--- src/hdl/srms_pkg.sv ---
`default_nettype none
// ----------------------------------------------------------------------------
// srms_pkg: shared types and constants of the score rank merge sorter
// Chain record layout, cell and location-table controls, action codes.
// ----------------------------------------------------------------------------
package srms_pkg;

  localparam int CAPACITY  = 64;
  localparam int LOCATIONS = 128;

  localparam int ID_W    = 44;
  localparam int SCORE_W = 16;
  localparam int LOCIN_W = 8;
  localparam int RANK_W  = 7;
  localparam int LOC_W   = (LOCATIONS > 1) ? $clog2(LOCATIONS) : 1;

  localparam logic [RANK_W-1:0] RANK_MAX = '1;

  typedef enum logic [1:0] {
    ACT_INSERT = 2'd0,
    ACT_POP    = 2'd1,
    ACT_CLEAR  = 2'd2,
    ACT_NOP    = 2'd3
  } action_e;

  typedef enum logic {
    ST_IDLE = 1'b0,
    ST_POP  = 1'b1
  } state_e;

  typedef struct packed {
    logic [ID_W-1:0]    reg_id;
    logic [SCORE_W-1:0] score;
    logic [LOC_W-1:0]   loc;
  } dat_t;

  typedef struct packed {
    logic valid;
    dat_t dat;
  } rec_t;

  typedef struct packed {
    logic insert;
    logic pop;
    logic clear;
  } cell_ctrl_t;

  typedef struct packed {
    logic             rd;
    logic             commit;
    logic             clear;
    logic [LOC_W-1:0] addr;
  } loc_req_t;

  typedef struct packed {
    logic [RANK_W-1:0]  seen;
    logic [SCORE_W-1:0] score;
    logic [RANK_W-1:0]  rank;
  } loc_ent_t;

  // Saturating increment of a rank-wide counter
  function automatic logic [RANK_W-1:0] sat_inc(input logic [RANK_W-1:0] v);
    sat_inc = (v == RANK_MAX) ? v : v + RANK_W'(1);
  endfunction

endpackage
`default_nettype wire

--- src/hdl/srms_loc_rank.sv ---
`default_nettype none
// ----------------------------------------------------------------------------
// srms_loc_rank: per-location running count, last score and last rank
// Table entry read on pop; local rank formed from it, written back on commit.
// ----------------------------------------------------------------------------
module srms_loc_rank
  import srms_pkg::*;
(
  input  wire logic               clk_i,
  input  wire logic               rst_ni,
  input  wire loc_req_t           req_i,
  input  wire logic [SCORE_W-1:0] score_i,
  output      logic [RANK_W-1:0]  lrank_o
);

  loc_ent_t               mem [LOCATIONS];
  logic [LOCATIONS-1:0]   vld_q;
  loc_ent_t               rd_q;
  logic                   hit_q;
  logic [LOC_W-1:0]       addr_q;
  logic [RANK_W-1:0]      seen_old, seen_new;

  assign seen_old = hit_q ? rd_q.seen : '0;
  assign seen_new = sat_inc(seen_old);
  // First pop of the location, or a new score: rank is the running count
  assign lrank_o  = ((seen_old == '0) || (score_i != rd_q.score)) ? seen_new : rd_q.rank;

  always_ff @(posedge clk_i) begin
    if (req_i.rd) begin
      rd_q   <= mem[req_i.addr];
      addr_q <= req_i.addr;
    end
    if (req_i.commit) begin
      mem[addr_q] <= '{seen: seen_new, score: score_i, rank: lrank_o};
    end
  end

  always_ff @(posedge clk_i or negedge rst_ni) begin
    if (!rst_ni) begin
      vld_q <= '0;
      hit_q <= 1'b0;
    end else begin
      if (req_i.rd) begin
        hit_q <= vld_q[req_i.addr];
      end
      if (req_i.clear) begin
        vld_q <= '0;
      end else if (req_i.commit) begin
        vld_q[addr_q] <= 1'b1;
      end
    end
  end

endmodule
`default_nettype wire

--- config.mk ---
export PLATFORM = sky130hd
export DESIGN_NAME = srms_loc_rank
export DESIGN_NICKNAME = d
export VERILOG_FILES = /design/src/hdl/srms_pkg.sv /design/src/hdl/srms_loc_rank.sv
export SDC_FILE = /design/constraint.sdc
export NUM_CORES = 2
export LEC_CHECK = 0
export BUFFER_PORTS_ARGS = -buffer_cell sky130_fd_sc_hd__buf_2
export CORE_MARGIN = 5
export CORE_UTILIZATION = 50
export CTS_BUF_LIST = sky130_fd_sc_hd__clkbuf_8 sky130_fd_sc_hd__clkbuf_16
export DETAILED_ROUTE_END_ITERATION = 8
export GPL_ROUTABILITY_DRIVEN = 0
export PLACE_DENSITY = 0.69
export SETUP_SLACK_MARGIN = 0.1
export SYNTH_ARGS = -nofsm -noshare
export SYNTH_HDL_FRONTEND = slang
export SYNTH_SLANG_ARGS = --single-unit
--- constraint.sdc ---
create_clock -name clk_i -period 12.75 [get_ports clk_i]
set_clock_uncertainty 0.2 [all_clocks]
set_input_delay 1.275 -clock clk_i [delete_from_list [all_inputs] [get_ports clk_i]]
set_output_delay 1.275 -clock clk_i [all_outputs]
set_load 0.03 [all_outputs]
# Word-level counts from Yosys, hierarchy flattened

Memory sizes are Yosys's and may differ from the RTL's. A register that Yosys moved wholly into a read port is not among the register bits.
Cells that the tools add are included.

Bits in registers: 136
Memory bits (writable): 3840
Input port bits: 28
Output and inout bits: 7
Word-level logic and storage cells: 26
Memories: 1

Memory list:

| memory | words | bits a word | read ports | clocked after Yosys merged registers in | wr ports | line                | text |
|---|---|---|---|---|---|---|---|
| mem    | 128   | 30          | 1          | 1                                       | 1        | srms_loc_rank.sv:16 | `loc_ent_t mem [LOCATIONS];` |

Add/subtract/negate cells: 1
Magnitude comparators: 3
Eq/ne operators: 2
Mux-type cells: 11
Bitwise logic cells: 1
Reduce and logical (&&, ||, !) cells: 4

Operators with widths:

| operator                                                               | number |
|---|---|
| 128-bit two-way mux                                                    | 2 |
| 128-bit OR                                                             | 1 |
| 7-bit two-way mux                                                      | 3 |
| 7-bit by 8-bit < comparator with 1-bit output (second input constant)  | 2 |
| 16-bit inequality test                                                 | 1 |
| 7-bit by 1-bit adder with 7-bit output (second input constant)         | 1 |
| 1-bit binary-select mux with 7-bit select                              | 1 |
| 1-bit demux with 7-bit select                                          | 1 |
| 7-bit equality test (second input constant)                            | 1 |
| 7-bit by 1-bit >= comparator with 1-bit output (second input constant) | 1 |
| 7-bit logical NOT                                                      | 1 |
| 1-bit two-way mux                                                      | 4 |
| 2-bit nonzero test                                                     | 1 |
| 1-bit logical AND                                                      | 1 |
| 1-bit logical OR                                                       | 1 |

# Depth between registers and ports, before layout

Word-level depth: 7
Gate-level depth with buffers: 10
Depth with buffers taken out: 6

# Worst setup path before layout

Ideal clock, no wire load.

Path kind: reg-to-output
Start: reg, netlist name rd_q[25]
End: out lrank_o[2]
Arrival: 6.071 ns
Required time: 11.275 ns
Path slack: 5.204 ns
Cell stages (with the launch flop): 6
Path buffers: 0
Cells stage by stage: edfxtp_1 -> and4_1 -> a31oi_1 -> nand2_1 -> xor2_1 -> mux2_2

Longest elaborated chain between the ends: 4
Elaborated cells between the ends (all ways): 7
Those cells by class: add/sub: 1; eq/ne: 1; mux: 3; reduce/logical: 2

Ends and longest elaborated chain:

| what                                                                                 | line                | text |
|---|---|---|
| 7-bit two-way mux (*)                                                                | srms_loc_rank.sv:23 | `assign seen_old = hit_q ? rd_q.seen : '0;` |
| 7-bit by 1-bit adder with 7-bit output / 7-bit equality test (equally long branches) | srms_pkg.sv:63      | `sat_inc = (v == RANK_MAX) ? v : v + RANK_W'(1);` |
| 7-bit two-way mux (*)                                                                | srms_pkg.sv:63      |  |
| net seen_new[2]                                                                      | srms_loc_rank.sv:21 | `logic [RANK_W-1:0] seen_old, seen_new;` |
| 7-bit two-way mux (*)                                                                | srms_loc_rank.sv:26 | `assign lrank_o = ((seen_old == '0) \|\| (score_i != rd_q.score)) ? seen_new : rd_q.rank;` |
| end, declared                                                                        | srms_loc_rank.sv:13 | `output logic [RANK_W-1:0] lrank_o` |

Mark *: on every way through the listed nets, which the timed path passes. The rest lies on a longest branch.

# Worst setup path after layout

Start: in score_i[1]
End: out lrank_o[4]

Longest elaborated chain between the ends: 3

Ends and longest elaborated chain:

| what                   | line                | text |
|---|---|---|
| start, declared        | srms_loc_rank.sv:12 | `input wire logic [SCORE_W-1:0] score_i,` |
| 16-bit inequality test | srms_loc_rank.sv:26 |  |
| 1-bit logical OR       | srms_loc_rank.sv:26 |  |
| 7-bit two-way mux      | srms_loc_rank.sv:26 |  |

Every way passes these cells.

==> results by stage <==
GRT:
- Entering global routing, the biggest net connects 137 pins.
- Global routing finished with a remaining overflow of 0.
- The initial antenna violation count came to 28.
- For this run, the total global-route usage over all layers was measured as 24.85%.
- The number of global-route vias before repair is 72060.
- The first global-routing pass estimated 553300 um of wire.

Synth:
- After Yosys synthesis, and, or, nand and nor cells account for 1.411% of the synthesized area.
- Of the total synthesized cell area, the portion taken by XOR and XNOR cells is 0.1150%.
- After synthesis, the cell types taking the most area are edfxtp_1, mux4_2, dfrtp_1.
- The sequential share of the synthesized area is 78.58%.
- The netlist uses 41 different library cells.
- The most common cell in the synthesized netlist is edfxtp_1.
- The number of nets in the synthesized netlist is 6285.
- The synthesized flop and latch total is 4006.
- Synthesis produced 6256 cells.
- The commonest cells after synthesis are edfxtp_1, mux4_2, nor2_1.
- The area share of the leading cell type in the synthesized netlist is 76.46%.
- edfxtp_1 takes more of the synthesized area than any other cell.
- In the synthesized netlist the async set-or-reset flop fraction comes to 3.220%.
- The synthesized netlist devotes 0.5957% of its cell area to compound gates.
- The arithmetic-cell share of the synthesized area counting full adders, half adders and majority gates is 0.008217%.
- Among all flip-flop cells after synthesis, the most frequent one is edfxtp_1.
- After synthesis, the largest family of logic cells by area is multiplexers.
- After synthesis, the mean cell area works out to 24.34 um^2.
- The summed instance area of the synthesized netlist is 0.1523 mm^2.
- The count of flip-flops with a built-in enable after synthesis is 3877.
- The number of warnings issued by yosys is 0.
- The proportion of synthesized area in mux cells is 18.31%.

Floorplanning:
- 35 I/O pins were placed.
- The die is 561.9 um tall.
- In this run the standard cell core region covers 0.3030 mm^2.
- The row count is 202.
- For this configuration, the core starts out at a cell density of 50.25%.
- The floorplan step set the die width to 561.9 um.
- The die outline area is 0.3157 mm^2.

Drt:
- The remaining routing DRC violations is 0.
- The number of vias in the routed layout is 71700.
- The routed length per placed instance is 36.05 um.
- For this block, the initial DRC count from the detailed router was 10550.
- The number of optimization iterations in the first detailed-route pass is 6.
- The total wire length is 393200 um.
- In this run the remaining antenna-violating nets after routing total 0.
- The via density per instance is 6.574.

CTS:
- The clock drives 4006 sinks.
- The clock latency of the later-clocked register in the worst-skew pair is 0.91 ns.
- The count of buffers added by post-CTS timing repair for setup is 0.
- The H-tree was split into 5 levels.
- Gates resized during post-CTS repair numbered 0.
- The clock passes through at most 4 buffers.
- Buffers inserted to repair hold after CTS numbered 0.
- In this run the clock root is driven by a clkbuf_16.
- The TritonCTS buffer count is 393.
- The clock-pin slew reported for the worst setup and hold paths after clock tree synthesis is 0.06 ns.
- TritonCTS built the clock tree.

Timing:
- Setup repair after global routing left no endpoint under its margin.
- The time the worst path needs with I/O delays and setup is 6.386 ns.
- Hold is met by 0.1838 ns.
- At the pin with the least slew margin, the transition time is 1.441 ns.
- The final max-slew violation count came to 0.
- For the final routed database, the setup TNS stands at 0 ns.
- The final number of hold-violating endpoints is 0.
- Setup violations remaining at the end of the flow were counted as 0.
- The headroom to the max-slew limit is 3.930%.
- The fmax is 156.6 MHz.
- Dividing the final minimum period by the clock period gives 50.08%.

Pwr:
- Overall power consumption after layout is estimated at 27.53 mW.
- Summed over all cells, the static leakage comes to 53.75 nW.
- The power per standard cell area is 160.2 mW/mm^2.
- Across the VDD grid, the largest voltage drop is 0.1070 mV.

Outcome:
- The flow ran to the end, and the final reports show no timing, DRC or antenna violations.

Layout:
- The layout overhead on the synthesized area is 12.82%.
- The number of nets in the layout is 6630.
- The share of layout cells above drive strength 1 is 32.08%.
- The fill cell total of the finished layout is 21120.
- After the flow finishes, the layout carries non-filler instances totaling 10910.
- The final instance area is 0.1718 mm^2.

Critical path:
- The critical path in this run is classified as in2out.
- The required arrival time at the worst endpoint is 11.27 ns.
- The kind of start point of the critical path is an input pin.
- The worst-path maximum fanout is 67.
- The kind of end point of the critical path is a primary output.
- The data arrival time at the worst-slack endpoint is 4.91 ns.

Placement:
- In this run, placement finished with an instance count of 10180.
- The placed standard-cell area is 0.1592 mm^2.
- In this run the tool buffered the top-level ports with 34 buffer cells.
- Once detailed placement completed, the half-perimeter wirelength came to 197500 um.

Flow run:
- The max-cap check violation count is 0.

Min path:
- The class of the tightest hold or removal check is in2async.
==> registers in the layout, summed over array words and instances (netlist names) <==
signal,flops
addr_q,7
hit_q,1
rd_q,30
mem,3840
vld_q,128
==> worst max-delay path: stages <==
cell and delay [ns]:
buf_4 0.55, xnor2_1 0.27, nand4_1 0.27, nor4_1 0.42
nand2_1 0.74, mux2_4 0.88, buf_2 0.37
==> path summary, 6_finish.rpt <==
| check | slack, ns | depth (start not counted) | start | to |
|---|---|---|---|---|
| setup / recovery | 6.36 | 7 | score_i[1] | lrank_o[4] |
| hold / removal | 0.18 | 1 | rst_ni | vld_q[126] |
| setup reg to reg | 8.00 | 7 | rd_q[19] | mem[53][0] |
| hold reg to reg | 0.30 | 2 | vld_q[85] | vld_q[85] |
| max in group asynchronous | 10.85 | 2 | rst_ni | vld_q[31] |
| min in group clk_i | 0.30 | 2 | vld_q[85] | vld_q[85] |
==> metal layers <==
layer | global-route usage (%) | wire [um]
met4 | 7.854 | 14040
met1 | 34.32 | 143200
met3 | 5.543 | 43320
met5 | 0 | 56
met2 | 40.13 | 192600
==> cells in the final DEF (no fill, tap or decap), types with 9 or more instances in the layout <==
cell type / count
nand2_1: 25
buf_12: 14
buf_2: 12
buf_4: 252
clkinvlp_4: 17
clkinv_2: 68
diode_2: 14
xnor2_1: 19
dfrtp_1: 129
nand4_1: 11
nand3b_1: 9
bufinv_16: 42
o22ai_1: 114
nand3_1: 13
nor2_4: 128
clkbuf_16: 401
mux4_2: 1231
nor2_1: 260
nor4_1: 33
clkinv_1: 79
edfxtp_1: 3877
inv_1: 85
==> cell families after synthesis <==
family,after synthesis
muxes,1246
DFF,4006
buffers and inverters,335
xor gates and xnor gates,20
AOI/OAI and AO/OA,141
adders and majority gates,1
and+or+nand+nor,507
==> metrics by stage <==
step,util [%],setup WS (ns)
4_1_cts,56.68,6.369
3_3_place_gp,52.51,6.239
6_report,56.69,6.364
5_1_grt,56.68,6.253
2_1_floorplan,-,5.204
3_5_place_dp,52.52,6.380
==> layout make-up <==
cell class / instances / area (um^2) / share of cell area [%]
antenna: 14 / 35.03 / 0.02039
clock buffer: 402 / 10050 / 5.849
clock inverter: 306 / 2552 / 1.486
inverter: 2 / 10.01 / 0.005826
multi-input combinational: 1915 / 32220 / 18.76
sequential: 4006 / 119700 / 69.64
tap: 3978 / 4977 / 2.897
timing repair buffer: 283 / 2303 / 1.341
==> power breakdown <==
part,leakage (nW),internal (mW),switching [mW],total [mW]
combinational,10.4,0.483,0.952,1.44
sequential,36.9,14.7,0.0248,14.7
clock,6.48,6.55,4.84,11.4
Note: power is estimated with default switching activity, not from simulation.
